===== src/hdl/tccs_pkg.sv =====
`default_nettype none

package tccs_pkg;

  // Field widths of the item formats
  localparam int ACTION_W    = 2;
  localparam int CHAR_W      = 8;
  localparam int ROW_FIELD_W = 5;
  localparam int COL_FIELD_W = 7;
  localparam int CELL_W      = 16;
  localparam int ATTR_W      = 8;
  localparam int OP_W        = 3;

  // Action codes of an input transaction
  localparam logic [ACTION_W-1:0] ACT_PUT   = 2'd0;
  localparam logic [ACTION_W-1:0] ACT_CLEAR = 2'd1;
  localparam logic [ACTION_W-1:0] ACT_READ  = 2'd2;

  // Operations handed from the front end to the back end
  localparam logic [OP_W-1:0] OP_PUT     = 3'd0;
  localparam logic [OP_W-1:0] OP_NEWLINE = 3'd1;
  localparam logic [OP_W-1:0] OP_CLEAR   = 3'd2;
  localparam logic [OP_W-1:0] OP_READ    = 3'd3;
  localparam logic [OP_W-1:0] OP_NOP     = 3'd4;

  localparam logic [CHAR_W-1:0] NEWLINE_CODE = 8'h0A;
  localparam logic [CHAR_W-1:0] SPACE_CODE   = 8'h20;
  localparam logic [ATTR_W-1:0] RESET_ATTR   = 8'h07;
  localparam logic [CELL_W-1:0] RESET_BLANK  = {RESET_ATTR, SPACE_CODE};

  // Register index, taken from byte address bit 2
  localparam logic REG_ATTRIBUTE = 1'b0;

  typedef struct packed {
    logic [ACTION_W-1:0]    action;
    logic [CHAR_W-1:0]      char_code;
    logic [ROW_FIELD_W-1:0] read_row;
    logic [COL_FIELD_W-1:0] read_col;
  } in_item_t;

  typedef struct packed {
    logic [CELL_W-1:0]      cell_value;
    logic [ROW_FIELD_W-1:0] cursor_row_now;
    logic [COL_FIELD_W-1:0] cursor_col_now;
    logic                   scrolled;
  } out_item_t;

  typedef struct packed {
    logic [OP_W-1:0]        op;
    logic [CHAR_W-1:0]      char_code;
    logic [ROW_FIELD_W-1:0] read_row;
    logic [COL_FIELD_W-1:0] read_col;
    logic                   in_range;
  } cmd_t;

endpackage

`default_nettype wire


===== src/hdl/tccs_fifo.sv =====
`default_nettype none

module tccs_fifo import tccs_pkg::*; #(
  parameter int WIDTH = 8,
  parameter int DEPTH = 2
) (
  input  wire logic             clk,
  input  wire logic             rst_n,
  input  wire logic             push,
  input  wire logic [WIDTH-1:0] wdata,
  output logic                  full,
  input  wire logic             pop,
  output logic [WIDTH-1:0]      rdata,
  output logic                  empty
);

  localparam int IW = (DEPTH > 1) ? $clog2(DEPTH) : 1;
  localparam int CW = $clog2(DEPTH + 1);

  logic [WIDTH-1:0] slot_r [DEPTH];
  logic [IW-1:0]    wr_ptr_r, wr_ptr_nxt;
  logic [IW-1:0]    rd_ptr_r, rd_ptr_nxt;
  logic [CW-1:0]    count_r, count_nxt;
  logic             do_push, do_pop;

  assign full    = (count_r == CW'(DEPTH));
  assign empty   = (count_r == '0);
  assign do_push = push && !full;
  assign do_pop  = pop && !empty;
  assign rdata   = slot_r[rd_ptr_r];

  always_comb begin
    wr_ptr_nxt = wr_ptr_r;
    rd_ptr_nxt = rd_ptr_r;
    count_nxt  = count_r;
    if (do_push) begin
      wr_ptr_nxt = (wr_ptr_r == IW'(DEPTH - 1)) ? '0 : wr_ptr_r + 1'b1;
    end
    if (do_pop) begin
      rd_ptr_nxt = (rd_ptr_r == IW'(DEPTH - 1)) ? '0 : rd_ptr_r + 1'b1;
    end
    if (do_push && !do_pop) begin
      count_nxt = count_r + 1'b1;
    end else if (do_pop && !do_push) begin
      count_nxt = count_r - 1'b1;
    end
  end

  always_ff @(posedge clk) begin
    if (!rst_n) begin
      wr_ptr_r <= '0;
      rd_ptr_r <= '0;
      count_r  <= '0;
    end else begin
      wr_ptr_r <= wr_ptr_nxt;
      rd_ptr_r <= rd_ptr_nxt;
      count_r  <= count_nxt;
    end
  end

  always_ff @(posedge clk) begin
    if (do_push) begin
      slot_r[wr_ptr_r] <= wdata;
    end
  end

endmodule

`default_nettype wire


===== config.mk =====
export PLATFORM = sky130hd
export DESIGN_NAME = tccs_fifo
export DESIGN_NICKNAME = d
export VERILOG_FILES = /design/src/hdl/tccs_pkg.sv /design/src/hdl/tccs_fifo.sv
export SDC_FILE = /design/constraint.sdc
export NUM_CORES = 1
export LEC_CHECK = 0
export BUFFER_PORTS_ARGS = -buffer_cell sky130_fd_sc_hd__buf_2
export CAP_MARGIN = 10
export CORE_ASPECT_RATIO = 0.8
export CORE_MARGIN = 2
export CORE_UTILIZATION = 45
export CTS_BUF_LIST = sky130_fd_sc_hd__clkbuf_4 sky130_fd_sc_hd__clkbuf_8
export DETAILED_ROUTE_END_ITERATION = 8
export PLACE_DENSITY = 0.7
export SYNTH_ARGS = -nofsm -noshare
export SYNTH_HDL_FRONTEND = slang
export SYNTH_SLANG_ARGS = --single-unit

===== constraint.sdc =====
create_clock -name clk -period 2.2 [get_ports clk]
set_input_delay 0.33 -clock clk [delete_from_list [all_inputs] [get_ports clk]]
set_output_delay 0.33 -clock clk [all_outputs]
set_load 0.01 [all_outputs]

---- After elaboration in Yosys (flattened, before gate mapping) ----
Memories as Yosys holds them, arrays and structs flattened. A register that Yosys moved wholly into a read port is not among the register bits.
Cells that the tools add are included.
operators by class
  multiplexer cells ....................... 8
  order comparisons ....................... 0
  bitwise logic cells ..................... 0
  shift-type cells ........................ 0
  reductions and logical operators ........ 10
  add/subtract/negate cells ............... 4
  equal/unequal tests ..................... 1
  multiply operators ...................... 0
  divide/modulo/power cells ............... 0
operator list
  operator                                          count
  two-way mux 1 bit                                 6
  logical AND 1 bit                                 4
  zero test 1 bit                                   4
  two-way mux 2 bit                                 2
  adder 1 bit, second input constant                2
  adder 2 x 1 -> 2 bit, second input constant       1
  == test 2 bit, second input constant              1
  zero test 2 bit                                   1
  nonzero test 2 bit                                1
  subtractor 2 x 1 -> 2 bit, second input constant  1
word-level totals
  ROM bits ................................ 0
  output and inout port bits .............. 10
  RAM bits ................................ 16
  word-level logic and storage cells ...... 27
  memories ................................ 1
  register bits after elaboration ......... 4
  bits of input ports ..................... 12
  bits in latches ......................... 0
memories
  memory  words  bits a word  read ports  clocked after memory_dff  wr ports  line             text
  slot_r  2      8            1           1                         1         tccs_fifo.sv:20  logic [WIDTH-1:0] slot_r [DEPTH];

---- Logic depth before layout (Yosys ltp) ----
  depth after elaboration ................. 7
  depth in mapped cells ................... 7
  depth with buffers taken out ............ 7

---- Least setup slack after synthesis ----
No wires, ideal clock.
  path type ............................... register -> register
  start point ............................. reg count_r[0]
  end point ............................... reg count_r[1]
  required time ........................... 2.130 ns
  data arrival time ....................... 1.401 ns
  path slack .............................. 0.729 ns
  buffers on the path ..................... 0
  cell stages (with the launch flop) ...... 7
  period minus slack after synthesis ...... 1.471 ns
  library setup time ...................... 0.070 ns
  cell sequence ........................... dfxtp_1 -> nand2b_1 -> inv_2 -> nor2_1 -> ha_1 -> or3_1 -> a21boi_1
between the ends
  word-level cells in the longest chain between the ends .. 6
  elaborated cells between the ends (all ways) .. 15
  those cells by class .................... add/sub: 2; eq/ne: 1; mux: 2; reduce/logical: 10
ends and longest elaborated chain
  item                                 line             text
  start, declared                      tccs_fifo.sv:23  logic [CW-1:0] count_r, count_nxt;
  start signal, assigned               tccs_fifo.sv:57  count_r <= count_nxt;
  == test 2 bit (*)                    tccs_fifo.sv:26  assign full = (count_r == CW'(DEPTH));
  via full                             tccs_fifo.sv:11  output logic full,
  zero test 1 bit (*)                  tccs_fifo.sv:28  assign do_push = push && !full;
  logical AND 1 bit (*)                tccs_fifo.sv:28
  zero test 1 bit                      tccs_fifo.sv:44  end else if (do_pop && !do_push) begin
  logical AND 1 bit                    tccs_fifo.sv:44
  nonzero test 2 bit (no source line)  -
The timed path passes the listed nets; every way through them passes the cells marked *. The select of a mux whose other input is x is not followed.
A chain may end at the register's enable or synchronous reset.

==> summary.txt <==
Critical path
  – R2R Path Start: count_r[0]$_SDFFE_PN0P_
  – CP required: 1.87 ns
  – Crit path kind: reg2out
  – Crit. End Element: output pin
  – R2R setup slack: 0.64 ns
  – FF-to-FF End: count_r[1]$_SDFFE_PN0P_
  – CP Launch Type: flip-flop
  – Arrival time worst endpoint: 1.37 ns
  – Worst Reg-to-Reg Cells: 6
  – Worst-path fanout max: 8

Die
  – Die outline width: 51.4 um
  – Initial Util: 48.8%
  – IO Pins: 22
  – Die ar.: 0.00216 mm2
  – CORE AREA: 0.00166 mm2
  – Row count: 13
  – Chip Height: 41.9 um

CTS
  – Clock slew at reported path FFs: 0.11 ns
  – Hold Buf Count CTS: 0
  – Post-CTS setup buffers: 0
  – CTS Buffer Depth: 2
  – H-tree depth: 1
  – Worst-skew pair later-pin latency: 0.29 ns
  – CTS tree: done
  – Clock sink count: 21
  – Root Driver: clkbuf_4
  – TritonCTS buffer count: 3
  – Post-cts sizing count: 0

Hold path
  – Hold Crit Class: in2reg
  – Min-Delay Startpoint: wdata[0]
  – Min-Delay Path Depth: 1
  – Hold EP: slot_r[1][0]$_DFFE_PP_

Timing
  – Fin crit period: 1.70 ns
  – Setup Skew: 0.00101 ns
  – Fin. Hold Viols: 0
  – RSZ-0062 raised after global routing: false
  – Final setup fails: 0
  – WHS: 0.217 ns
  – Fmax: 0.589 GHz
  – Worst slew pin tran: 0.401 ns
  – Fin crit share: 77.2%
  – Setup ws final: 0.501 ns
  – Max-slew violation count: 0
  – Setup TNS: 0 ns
  – Slew margin rel.: 73.1%

Route
  – Vias: 460
  – DR pass1 iterations: 1
  – Number of remaining DRC errors: 0
  – Routed vias/inst: 4.74
  – Final ANT Viol Nets: 0
  – Routed WL: 1.22 mm
  – Drt wl/cell: 12.6 um
  – Starting DRT DRC Count: 0

Global routing
  – Initial antenna violation count: 0
  – Number of global-route vias before repair: 477
  – Overall routing resource usage: 13.9%
  – Gr ovfl total: 0
  – Largest net degree at the start of global routing: 13
  – First-pass GRT wire length: 2.14 mm

Final layout
  – Syn-to-layout area delta: 20.1%
  – Fill count: 145
  – Post-layout util: 58.6%
  – Nets: 89
  – Layout cell share with drive strength beyond 1: 48.0%
  – Cell Count, Final, Fillers Out: 97
  – Diode count: 0

Synthesis
  – Post-synth cell types: 20
  – Syn Nets: 63
  – Synthesized area per cell: 16.2 um2
  – Gate Count Post-Synth: 50
  – Post-synthesis sequential area ratio: 71.7%
  – Seq cells post-synth: 21
  – Dominant cell type by area after synthesis: edfxtp_1
  – Synth area leaders: edfxtp_1, dfxtp_1, mux2_2
  – Mapped Area: 810 um2
  – Top cell type's share of synthesized area: 59.4%
  – Synth warn: 0

Placement
  – Detailed Place HPWL: 918 um
  – DP Cell Count: 93
  – Dpl ws: 0.637 ns
  – PortBufs: 21
  – RD Place Congestion: 0.640

Flow run
  – Max_cap viols: 0

Pwr
  – Peak VDD IR: 0.775 mV
  – PD cells: 1100 mW/mm2
  – Leakage power: 0.387 nW

Run status
  – Status: finished, final reports clean
[cell type report]
class	count	area, um2	area share (%)
clock buffer	3	22.5	2.32
clock inverter	1	5.00	0.515
inverter	2	7.51	0.772
multi-input combinational	26	216	22.3
sequential	21	581	59.7
tap	22	27.5	2.83
timing repair buffer	22	113	11.6
[metrics by stage]
step	cell area (um2)	total power [mW]
floorplan	810	0.792
global route	972	1.15
CTS	972	1.09
global placement	945	0.899
finish	972	1.07
detailed placement	945	0.906
[sequential cells by signal, summed over array words and instances, names as in the netlist, named ones only]
register and cells:
wr_ptr_r 1, slot_r 16, rd_ptr_r 1, count_r 2
[layer usage]
layer | global-route usage [%] | vias up | wire [um]
met2 | 23.8 | 12 | 634
li1 | - | 232 | -
met4 | 1.58 | 0 | 0
met5 | 0 | - | 0
met1 | 16.7 | 216 | 522
met3 | 5.76 | 0 | 63
[worst max-delay path by stage]
stage / startpoint / end / slack (ns) / depth (start not counted)
finish: flip-flop / rdata[3] / 0.50 / 2
global route: flip-flop / rdata[7] / 0.41 / 2
CTS: flip-flop / rdata[6] / 0.47 / 2
detailed placement: count_r[0]$_SDFFE_PN0P_ / count_r[1]$_SDFFE_PN0P_ / 0.64 / 6
global placement: count_r[0]$_SDFFE_PN0P_ / count_r[1]$_SDFFE_PN0P_ / 0.71 / 6
floorplan: count_r[0]$_SDFFE_PN0P_ / count_r[1]$_SDFFE_PN0P_ / 0.73 / 6
[cells by family (layout without fill, tap and decap cells)]
logic type / Yosys count / in the layout / share of synthesized area [%]
AOI/OAI and AO/OA: 5 / 5 / 4.02
xor gates and xnor gates: 3 / 3 / 3.25
adders and majority gates: 1 / 1 / 1.55
buffers and inverters: 3 / 28 / 1.54
DFF: 21 / 21 / 71.7
muxes: 8 / 8 / 11.1
and+or+nand+nor: 9 / 9 / 6.80
[critical path, stage by stage, from the launching register on]
cell and delay (ns):
dfxtp_1 0.56, mux2_2 0.38, buf_2 0.14
[layout by cell type, fill, tap and decap left out, drive strengths merged, types with 2 or more instances in the layout]
| cell type | n |
|---|---|
| a21boi | 2 |
| and2 | 3 |
| mux2 | 8 |
| clkbuf | 3 |
| edfxtp | 16 |
| buf | 22 |
| o21ai | 2 |
| xnor2 | 2 |
| nor2 | 2 |
| dfxtp | 5 |
| inv | 2 |
[report_power, final]
part / switching (mW) / internal [mW]
sequential: 0.0537 / 0.506
combinational: 0.155 / 0.177
clock: 0.109 / 0.0676
total: 0.317 / 0.751
[synth_stat cells]
cell type  instances
and3_1             1
nand2b_1           1
a21boi_1           1
or3_1              1
nor3_2             1
buf_2              1
and2_1             3
a21boi_0           1
o21ai_1            1
xnor2_1            2
o21a_1             1
mux2_2             8
nor2_1             2
inv_1              1
xor2_1             1
edfxtp_1          16
ha_1               1
o21ai_0            1
inv_2              1
dfxtp_1            5
(Power assumes the default switching activity.)
