$ cat src/hdl/tccs_pkg.sv
`default_nettype none

package tccs_pkg;

  // Field widths of the item formats
  localparam int ACTION_W    = 2;
  localparam int CHAR_W      = 8;
  localparam int ROW_FIELD_W = 5;
  localparam int COL_FIELD_W = 7;
  localparam int CELL_W      = 16;
  localparam int ATTR_W      = 8;
  localparam int OP_W        = 3;

  // Action codes of an input transaction
  localparam logic [ACTION_W-1:0] ACT_PUT   = 2'd0;
  localparam logic [ACTION_W-1:0] ACT_CLEAR = 2'd1;
  localparam logic [ACTION_W-1:0] ACT_READ  = 2'd2;

  // Operations handed from the front end to the back end
  localparam logic [OP_W-1:0] OP_PUT     = 3'd0;
  localparam logic [OP_W-1:0] OP_NEWLINE = 3'd1;
  localparam logic [OP_W-1:0] OP_CLEAR   = 3'd2;
  localparam logic [OP_W-1:0] OP_READ    = 3'd3;
  localparam logic [OP_W-1:0] OP_NOP     = 3'd4;

  localparam logic [CHAR_W-1:0] NEWLINE_CODE = 8'h0A;
  localparam logic [CHAR_W-1:0] SPACE_CODE   = 8'h20;
  localparam logic [ATTR_W-1:0] RESET_ATTR   = 8'h07;
  localparam logic [CELL_W-1:0] RESET_BLANK  = {RESET_ATTR, SPACE_CODE};

  // Register index, taken from byte address bit 2
  localparam logic REG_ATTRIBUTE = 1'b0;

  typedef struct packed {
    logic [ACTION_W-1:0]    action;
    logic [CHAR_W-1:0]      char_code;
    logic [ROW_FIELD_W-1:0] read_row;
    logic [COL_FIELD_W-1:0] read_col;
  } in_item_t;

  typedef struct packed {
    logic [CELL_W-1:0]      cell_value;
    logic [ROW_FIELD_W-1:0] cursor_row_now;
    logic [COL_FIELD_W-1:0] cursor_col_now;
    logic                   scrolled;
  } out_item_t;

  typedef struct packed {
    logic [OP_W-1:0]        op;
    logic [CHAR_W-1:0]      char_code;
    logic [ROW_FIELD_W-1:0] read_row;
    logic [COL_FIELD_W-1:0] read_col;
    logic                   in_range;
  } cmd_t;

endpackage

`default_nettype wire

$ cat src/hdl/tccs_front.sv
`default_nettype none

module tccs_front import tccs_pkg::*; #(
  parameter int ROW_COUNT = 25,
  parameter int COL_COUNT = 80
) (
  input  wire in_item_t item,
  output cmd_t          cmd
);

  always_comb begin
    cmd.char_code = item.char_code;
    cmd.read_row  = item.read_row;
    cmd.read_col  = item.read_col;
    cmd.in_range  = (32'(item.read_row) < ROW_COUNT) && (32'(item.read_col) < COL_COUNT);
    unique case (item.action)
      ACT_PUT: begin
        cmd.op = (item.char_code == NEWLINE_CODE) ? OP_NEWLINE : OP_PUT;
      end
      ACT_CLEAR: cmd.op = OP_CLEAR;
      ACT_READ:  cmd.op = OP_READ;
      default:   cmd.op = OP_NOP;
    endcase
  end

endmodule

`default_nettype wire

$ cat config.mk
export PLATFORM = sky130hd
export DESIGN_NAME = tccs_front
export DESIGN_NICKNAME = d
export VERILOG_FILES = /design/src/hdl/tccs_pkg.sv /design/src/hdl/tccs_front.sv
export SDC_FILE = /design/constraint.sdc
export NUM_CORES = 1
export LEC_CHECK = 0
export BUFFER_PORTS_ARGS = -buffer_cell sky130_fd_sc_hd__buf_2
export CAP_MARGIN = 0
export CORE_AREA = 2 2 39 41
export DETAILED_ROUTE_END_ITERATION = 8
export DIE_AREA = 0 0 41 43
export GPL_TIMING_DRIVEN = 0
export SLEW_MARGIN = 20
export SYNTH_ARGS = -nofsm -noshare
export SYNTH_HDL_FRONTEND = slang
export SYNTH_SLANG_ARGS = --single-unit
$ cat constraint.sdc
create_clock -name vclk -period 0.8
set_clock_uncertainty 0.1 [all_clocks]
set_input_delay 0.04 -clock vclk [all_inputs]
set_output_delay 0.04 -clock vclk [all_outputs]
set_load 0.01 [all_outputs]
Yosys cells after proc, flatten, opt, wreduce, memory -nomap -nowiden
Cells that the tools add are included.
{"block": "op_classes", "n_lt_le_gt_ge": 2, "muxes": 2, "n_eq_ne": 3, "n_reduce_logical": 2}
{"op": "one-hot mux 3 bit (3 select lines)", "count": 1}
{"op": "equality test 8 x 4 -> 1 bit (second input constant)", "count": 1}
{"op": "< comparator 7 bit (second input constant)", "count": 1}
{"op": "< comparator 5 bit (second input constant)", "count": 1}
{"op": "equality test 2 x 1 -> 1 bit (second input constant)", "count": 1}
{"op": "equality test 2 bit (second input constant)", "count": 1}
{"op": "zero test 2 bit", "count": 1}
{"op": "logical AND 1 bit", "count": 1}
{"op": "2-to-1 mux 1 bit", "count": 1}
{"block": "word_totals", "elab_cells": 9, "input_bits": 22, "register_bits": 0, "out_inout_bits": 24}

Depth between registers and ports, before layout
Gate-level depths: netlist (run 1).
{"block": "logic_depth", "depth_word": 3, "depth_mapped": 4, "ltp_nobuf": 4}

Worst setup path after synthesis (run 1)
No wires, ideal clock.
{"block": "synth_timing", "kind": "input port to output port", "startpoint": "input port item[20] (netlist bit)", "endpoint": "output port cmd[21] (netlist bit)", "arrival_ns": 0.603, "path_buffers": 0, "slack_ns": 0.057, "stages": 4, "path_cell_list": "inv_1 ha_1 nor4b_2 a31o_1"}
{"element": "start: declaration", "line_no": "tccs_front.sv:7", "text": "input wire in_item_t item,"}
{"element": "end: declaration", "line_no": "tccs_front.sv:8", "text": "output cmd_t cmd"}

==> results of run 1 <==
## cells in the final DEF, fill, tap and decap left out
cell / instances
o21ai_0: 1
nor4b_4: 1
a31o_1: 1
buf_8: 1
and2_1: 1
buf_2: 38
inv_2: 2
nor2b_1: 2
o311ai_2: 1
nor4b_2: 1
buf_6: 3
ha_1: 1
ha_2: 1
buf_4: 22
## layout make-up
type               instances  share of cell area, %
plain buffers             20                  27.46
inverters                  2                  1.373
multi-input cells         10                  21.05
well taps                 16                  3.661
repair buffers            44                  46.45
## worst max-delay path: stages
cell,delay (ns)
buf_8,0.10
inv_2,0.04
ha_2,0.15
nor4b_4,0.18
a31o_1,0.16
buf_2,0.12
## worst min-delay path by stage
stage / endpoint / slack [ns] / cells after the start
detailed placement: cmd[1] / 0.16 / 2
floorplan: cmd[10] / 0.07 / 1
global placement: cmd[4] / 0.16 / 2
CTS: cmd[1] / 0.16 / 2
global route: cmd[1] / 0.17 / 2
finish: cmd[1] / 0.16 / 2
## layer usage
layer / track usage [%] / up-vias / part of all wire (%)
met1: 6.013 / 146 / 31
met4: 0 / 0 / 0
met5: 0 / - / 0
met3: 0 / 0 / 8.2
li1: - / 173 / -
met2: 15.94 / 15 / 61
## power groups by stage
stage                     Combinational, mW  Sequential (mW)  Clock, mW
final                                 0.283                0          0
after global routing                  0.309                0          0
after CTS                             0.287                0          0
after detailed placement              0.254                0          0
after global placement                0.251                0          0
after floorplan                       0.136                0          0
## cells in the mapped netlist (all sizes together)
| cell type | n | area, µm² |
|---|---|---|
| nor4b | 2 | 30.03 |
| nor2b | 2 | 12.51 |
| ha | 2 | 25.02 |
| a31o | 1 | 8.760 |
| o21ai | 1 | 5.000 |
| inv | 2 | 7.510 |
| o311ai | 1 | 8.760 |
| buf | 20 | 150.1 |
| and2 | 1 | 6.260 |
## metrics by stage
step | std cells | power, mW | setup TNS [ns] | hold WS [ns]
after floorplan | 32 | 0.1360 | 0 | 0.07177
after global placement | 90 | 0.2514 | -0.2020 | 0.1643
after detailed placement | 90 | 0.2537 | -0.1982 | 0.1640
after CTS | 92 | 0.2868 | -0.1360 | 0.1640
after global routing | 92 | 0.3091 | -0.1937 | 0.1724
final | 92 | 0.2828 | -0.1319 | 0.1625
## kinds of logic (layout without fill, tap and decap cells)
kind of cell	count (synthesis)	in the layout	synth area share, %
buffers and inverters	22	66	62.07
adder cells (fa/ha/maj)	2	2	9.851
AO/OA/AOI/OAI	3	3	8.866
AND/OR/NAND/NOR	5	5	19.21
## timing repair
item / CTS / global route
hold buffers: 0 / 0
gates cloned: 0 / 0
gates resized for setup: 11 / 0
pin swaps: 4 / 0
setup buffers: 2 / 0
setup endpoints to repair: 2 / 1
==> impl_metrics.env, run 1 <==
export IMPL_final_min_clock_period_ns=0.9319
export IMPL_sw_frac_of_total_pct=38.53
export IMPL_grt_overflow_total=0
export IMPL_nClkBuffers=0
export IMPL_antenna_found_initial=0
export IMPL_drt_pass1_iter_count=1
export IMPL_area_growth_pct=115.3
export IMPL_setup_worst_path_class="input pin to output port"
export IMPL_power_internal_mw=0.1738
export IMPL_multiInputGateArea_um2=115.1
export IMPL_synthCells=32
export IMPL_die_area_mm2=0.001763
export IMPL_fin_crit_sh_pct=116.5
export IMPL_yosysWarnings=0
export IMPL_vdd_ir_drop_max_mv=0.2043
export IMPL_grt_pass1_wl_um=945
export IMPL_cp_max_fo=3
export IMPL_io_pins=46
export IMPL_power_density_mw_per_mm2=517.1
export IMPL_worst_slack_ns=-0.1319
export IMPL_grt_usage_pct=6.993
export IMPL_antenna_cells=0
export IMPL_globalplace_congestion=0.4828
export IMPL_max_freq_mhz=1073
export IMPL_netlist_area_um2=254.0
export IMPL_hold_path_class="input pin to output port"
export IMPL_detail_route_iter0_violations=0
export IMPL_nNetsFinal=102
export IMPL_via_count=334
export IMPL_via_per_inst=3.630
export IMPL_setup_viol=1
export IMPL_failed_checks="negative setup slack"
export IMPL_drive_gt1_share_pct=92.11
export IMPL_critical_path_arrival_ns=0.79
export IMPL_power_frac_seq_pct=0
export IMPL_stdcell_area_um2=546.8
export IMPL_finalHoldViolCount=0
export IMPL_nFlopsAndLatches=0
export IMPL_grt_max_degree=4
export IMPL_wirelength_um=683
export IMPL_cp_startpoint="item[21]"
export IMPL_maxSlewHeadroom_pct=87.30
export IMPL_status="finished, violations left"
export IMPL_die_width_um=41
export IMPL_rsz0062_at_grt="true"
export IMPL_slew_violations=0
export IMPL_cp_required_ns=0.66
export IMPL_final_antenna_net_count=0
export IMPL_dp_slack_ns=-0.1880
export IMPL_start_kind="input pin"
export IMPL_place_area_um2=484.2
export IMPL_utilization_pct=39.51
export IMPL_ys_types=9
export IMPL_synth_seq_area_share_pct=0
export IMPL_syn_area_per_cell_um2=7.937
export IMPL_area_sequential_um2=0
export IMPL_row_count=14
export IMPL_crit_end="cmd[21]"
export IMPL_drcViolationCount=0
export IMPL_start_util_pct=18.35
export IMPL_grt_pass1_vias=258
export IMPL_drv_cap=0
export IMPL_max_slew_worst_pin_slew_ns=0.1897
export IMPL_power_leakage_nw=0.3246
export IMPL_die_y_um=43
export IMPL_synth_fp_nets=56
export IMPL_fillers=155
export IMPL_p_switching_mw=0.1090
export IMPL_port_buffers=42
export IMPL_hold_start="item[0]"
export IMPL_cp_end_kind="output port"
export IMPL_pwr_share_comb_pct=100.0
export IMPL_wl_per_cell_um=7.424
export IMPL_pwr_share_clk_pct=0
export IMPL_core_region_area_mm2=0.001384
Note: power is estimated with default switching activity, not from simulation.
==> inputs of run 2 (changes only) <==
==> constraint.sdc (replaced) <==
create_clock -name vclk -period 0.9
set_clock_uncertainty 0.1 [all_clocks]
set_input_delay 0.045 -clock vclk [all_inputs]
set_output_delay 0.045 -clock vclk [all_outputs]
set_load 0.01 [all_outputs]
==> impl_metrics.env, run 2 (same netlist as run 1, synthesis figures left out) <==
export IMPL_finalHoldViolCount=0
export IMPL_area_growth_pct=107.4
export IMPL_fillers=156
export IMPL_fin_cells=92
export IMPL_stdcell_area_um2=526.8
export IMPL_failed_checks="negative setup slack"
export IMPL_io_pins=46
export IMPL_setup_worst_path_class="input pin to output port"
export IMPL_detail_route_iter0_violations=0
export IMPL_via_per_inst=3.609
export IMPL_fin_crit_sh_pct=104.7
export IMPL_area_sequential_um2=0
export IMPL_timing_hold_ws_ns=0.1725
export IMPL_globalplace_congestion=0.4828
export IMPL_drive_gt1_share_pct=90.79
export IMPL_drv_cap=0
export IMPL_start_kind="input pin"
export IMPL_place_area_um2=484.2
export IMPL_nClkBuffers=0
export IMPL_worst_slack_ns=-0.04190
export IMPL_antenna_found_initial=0
export IMPL_rsz0062_at_grt="true"
export IMPL_nFlopsAndLatches=0
export IMPL_max_slew_worst_pin_slew_ns=0.2088
export IMPL_core_region_area_mm2=0.001384
export IMPL_grt_max_degree=4
export IMPL_power_leakage_nw=0.3199
export IMPL_final_cell_mix="40 x buf_2, 22 x buf_4, 2 x inv_2, 2 x nor2b_1"
export IMPL_final_min_clock_period_ns=0.9419
export IMPL_critical_path_arrival_ns=0.80
export IMPL_final_antenna_net_count=0
export IMPL_port_buffers=42
export IMPL_cp_max_fo=3
export IMPL_drt_pass1_iter_count=1
export IMPL_dp_slack_ns=-0.09801
export IMPL_drcViolationCount=0
export IMPL_place_inst=90
export IMPL_hold_buffers=0
export IMPL_utilization_pct=38.07
export IMPL_antenna_cells=0
export IMPL_cp_required_ns=0.75
export IMPL_grt_overflow_total=0
export IMPL_die_width_um=41
export IMPL_power_density_mw_per_mm2=459.2
export IMPL_grt_usage_pct=6.593
export IMPL_vdd_ir_drop_max_mv=0.1827
export IMPL_nNetsFinal=102
export IMPL_setup_tns_ns=-0.04190
export IMPL_cp_end_kind="output port"
export IMPL_maxSlewHeadroom_pct=85.86
export IMPL_multiInputGateArea_um2=107.6
export IMPL_max_freq_mhz=1062
export IMPL_die_area_mm2=0.001763
export IMPL_hold_path_class="input pin to output port"
export IMPL_grt_pass1_vias=251
export IMPL_layout_commonest_cell="buf_2"
export IMPL_finalPower_mw=0.2419
export IMPL_status="finished, violations left"
export IMPL_die_y_um=43
export IMPL_wl_per_cell_um=7.022
export IMPL_setup_viol=1
export IMPL_start_util_pct=18.35
export IMPL_via_count=332
export IMPL_wirelength_um=646
export IMPL_grt_pass1_wl_um=897
export IMPL_slew_violations=0
export IMPL_row_count=14
## run 2: power by group
group,internal (mW),switching (mW),leakage [nW],total (mW)
Clock,0,0,0,0
Combinational,0.148,0.0940,0.320,0.242
Sequential,0,0,0,0
Total,0.148,0.0940,0.320,0.242
## run 2: critical path, stage by stage
cell     delay [ns]
buf_8          0.10
inv_2          0.04
ha_2           0.15
nor4b_4        0.18
a31o_1         0.16
buf_2          0.12
## run 2: metal layers
metal	GRT usage, %	share of wire [%]	up-vias
met3	0	8.7	0
met5	0	0	-
met1	6.329	30	144
met2	14.37	61	15
met4	0	0	0
li1	-	-	173
## run 2: final cells by class
class / instances / share of cell area (%)
timing repair buffer: 44 / 45.84
buffer: 20 / 28.50
multi-input combinational: 10 / 20.43
tap: 16 / 3.800
inverter: 2 / 1.425
## run 2: worst paths after layout
check	cells past startpoint	from	slack, ns	endpoint
max	6	item[21]	-0.04	cmd[21]
min	2	item[0]	0.17	cmd[1]
## run 2: repair_timing
item / CTS / global route
setup buffers: 2 / 0
resized for setup: 8 / 0
setup endpoints to repair: 1 / 1
pin swaps: 2 / 0
==> inputs of run 3 (changes only) <==
--- a/config.mk
+++ b/config.mk
@@ -7,10 +7,13 @@
 export LEC_CHECK = 0
 export BUFFER_PORTS_ARGS = -buffer_cell sky130_fd_sc_hd__buf_2
 export CAP_MARGIN = 0
-export CORE_AREA = 2 2 39 41
+export CELL_PAD_IN_SITES_DETAIL_PLACEMENT = 1
+export CELL_PAD_IN_SITES_GLOBAL_PLACEMENT = 1
+export CORE_UTILIZATION = 16
 export DETAILED_ROUTE_END_ITERATION = 8
-export DIE_AREA = 0 0 41 43
 export GPL_TIMING_DRIVEN = 0
+export MAX_ROUTING_LAYER = met4
+export PLACE_DENSITY_LB_ADDON = 0.1
 export SLEW_MARGIN = 20
 export SYNTH_ARGS = -nofsm -noshare
 export SYNTH_HDL_FRONTEND = slang
==> impl_metrics.env, run 3 (same netlist as run 1, synthesis figures left out) <==
export IMPL_sw_frac_of_total_pct=40.72
export IMPL_io_pins=46
export IMPL_row_count=14
export IMPL_nClkBuffers=0
export IMPL_grt_overflow_total=0
export IMPL_drive_gt1_share_pct=90.54
export IMPL_wirelength_um=762
export IMPL_nNetsFinal=100
export IMPL_via_count=343
export IMPL_layout_commonest_cell="buf_2"
export IMPL_power_leakage_nw=0.3124
export IMPL_cp_max_fo=3
export IMPL_area_sequential_um2=0
export IMPL_grt_max_degree=5
export IMPL_setup_worst_path_class="input pin to output port"
export IMPL_die_width_um=41.84
export IMPL_post_cts_buffers=0
export IMPL_status="finished, violations left"
export IMPL_slew_violations=0
export IMPL_pwr_share_clk_pct=0
export IMPL_die_y_um=41.84
export IMPL_drv_cap=0
export IMPL_maxSlewHeadroom_pct=86.66
export IMPL_antenna_cells=0
export IMPL_failed_checks="negative setup slack"
export IMPL_power_density_mw_per_mm2=463.3
export IMPL_hold_path_class="input pin to output port"
export IMPL_start_util_pct=17.06
export IMPL_finalHoldViolCount=0
export IMPL_port_buffers=42
export IMPL_cp_end_kind="output port"
export IMPL_setup_viol=1
export IMPL_power_internal_mw=0.1447
export IMPL_start_kind="input pin"
export IMPL_hold_buffers=0
export IMPL_drt_pass1_iter_count=3
export IMPL_cp_required_ns=0.75
export IMPL_max_freq_mhz=1099
export IMPL_stdcell_area_um2=526.8
export IMPL_hpwl_um=728.3
export IMPL_antenna_found_initial=0
export IMPL_max_slew_worst_pin_slew_ns=0.1970
export IMPL_via_per_inst=3.811
export IMPL_power_frac_seq_pct=0
export IMPL_worst_slack_ns=-0.009720
export IMPL_critical_path_arrival_ns=0.76
export IMPL_final_min_clock_period_ns=0.9097
export IMPL_fin_crit_sh_pct=101.1
export IMPL_drcViolationCount=0
export IMPL_grt_pass1_vias=310
export IMPL_final_cell_mix="40 x buf_2, 20 x buf_4, 2 x inv_4, 2 x nor2b_1"
export IMPL_grt_usage_pct=8.756
export IMPL_vdd_ir_drop_max_mv=0.1357
export IMPL_pwr_share_comb_pct=100.0
export IMPL_globalplace_congestion=0.5883
export IMPL_core_region_area_mm2=0.001489
export IMPL_grt_pass1_wl_mm=1.269
export IMPL_timing_hold_ws_ns=0.1750
export IMPL_fillers=199
export IMPL_area_growth_pct=107.4
export IMPL_place_area_um2=484.2
export IMPL_detail_route_iter0_violations=2
export IMPL_wl_per_cell_um=8.467
export IMPL_p_switching_mw=0.09937
export IMPL_final_antenna_net_count=0
export IMPL_nFlopsAndLatches=0
export IMPL_rsz0062_at_grt="true"
export IMPL_die_area_mm2=0.001751
## run 3: area by class of cell
| type | instances | area [µm²] | area share [%] |
|---|---|---|---|
| Inverter | 2 | 12.51 | 2.375 |
| Multi-Input combinational cell | 10 | 117.6 | 22.33 |
| Buffer | 20 | 150.1 | 28.50 |
| Timing Repair Buffer | 42 | 226.5 | 42.99 |
| Tap cell | 16 | 20.02 | 3.800 |
## run 3: metal layers
metal  GRT usage (%)  part of all wire (%)  vias to the layer above
li1                -                     -                      170
met1           11.32                    35                      152
met2           15.94                    54                       21
met3          0.4348                    10                        0
met4               0                     0                        0
met5               -                     0                        -
## run 3: timing repair
| item | 4_1_cts | 5_1_grt |
|---|---|---|
| cloned | 0 | 0 |
| setup endpoints to repair | 1 | 1 |
| resized for setup | 11 | 0 |
| pin swaps | 1 | 0 |
## run 3: worst paths after layout
path | end | start | cells past startpoint
worst max-delay path | cmd[21] | item[20] | 6
worst min-delay path | cmd[2] | item[1] | 2
## run 3: through the flow
step	cells	setup slack (ns)	util (%)	TNS (ns)	total power, mW
after floorplan	32	0.1472	-	0	0.1209
after global placement	90	-0.1000	32.52	-0.1000	0.2273
after detailed placement	90	-0.1050	32.52	-0.1050	0.2288
after CTS	90	-0.01895	35.38	-0.01895	0.2484
after global routing	90	-0.05081	35.38	-0.05081	0.2682
final	90	-0.009720	35.38	-0.009720	0.2440
## run 3: power groups by stage
stage | Combinational, mW | Sequential [mW] | Clock (mW)
2_1_floorplan | 0.121 | 0 | 0
3_3_place_gp | 0.227 | 0 | 0
3_5_place_dp | 0.229 | 0 | 0
4_1_cts | 0.248 | 0 | 0
5_1_grt | 0.268 | 0 | 0
6_report | 0.244 | 0 | 0
## run 3: critical path, cell delays in order
cell and delay [ns]:
buf_8 0.10, inv_4 0.05, ha_4 0.11, nor4b_4 0.18, a31o_1 0.16, buf_2 0.13
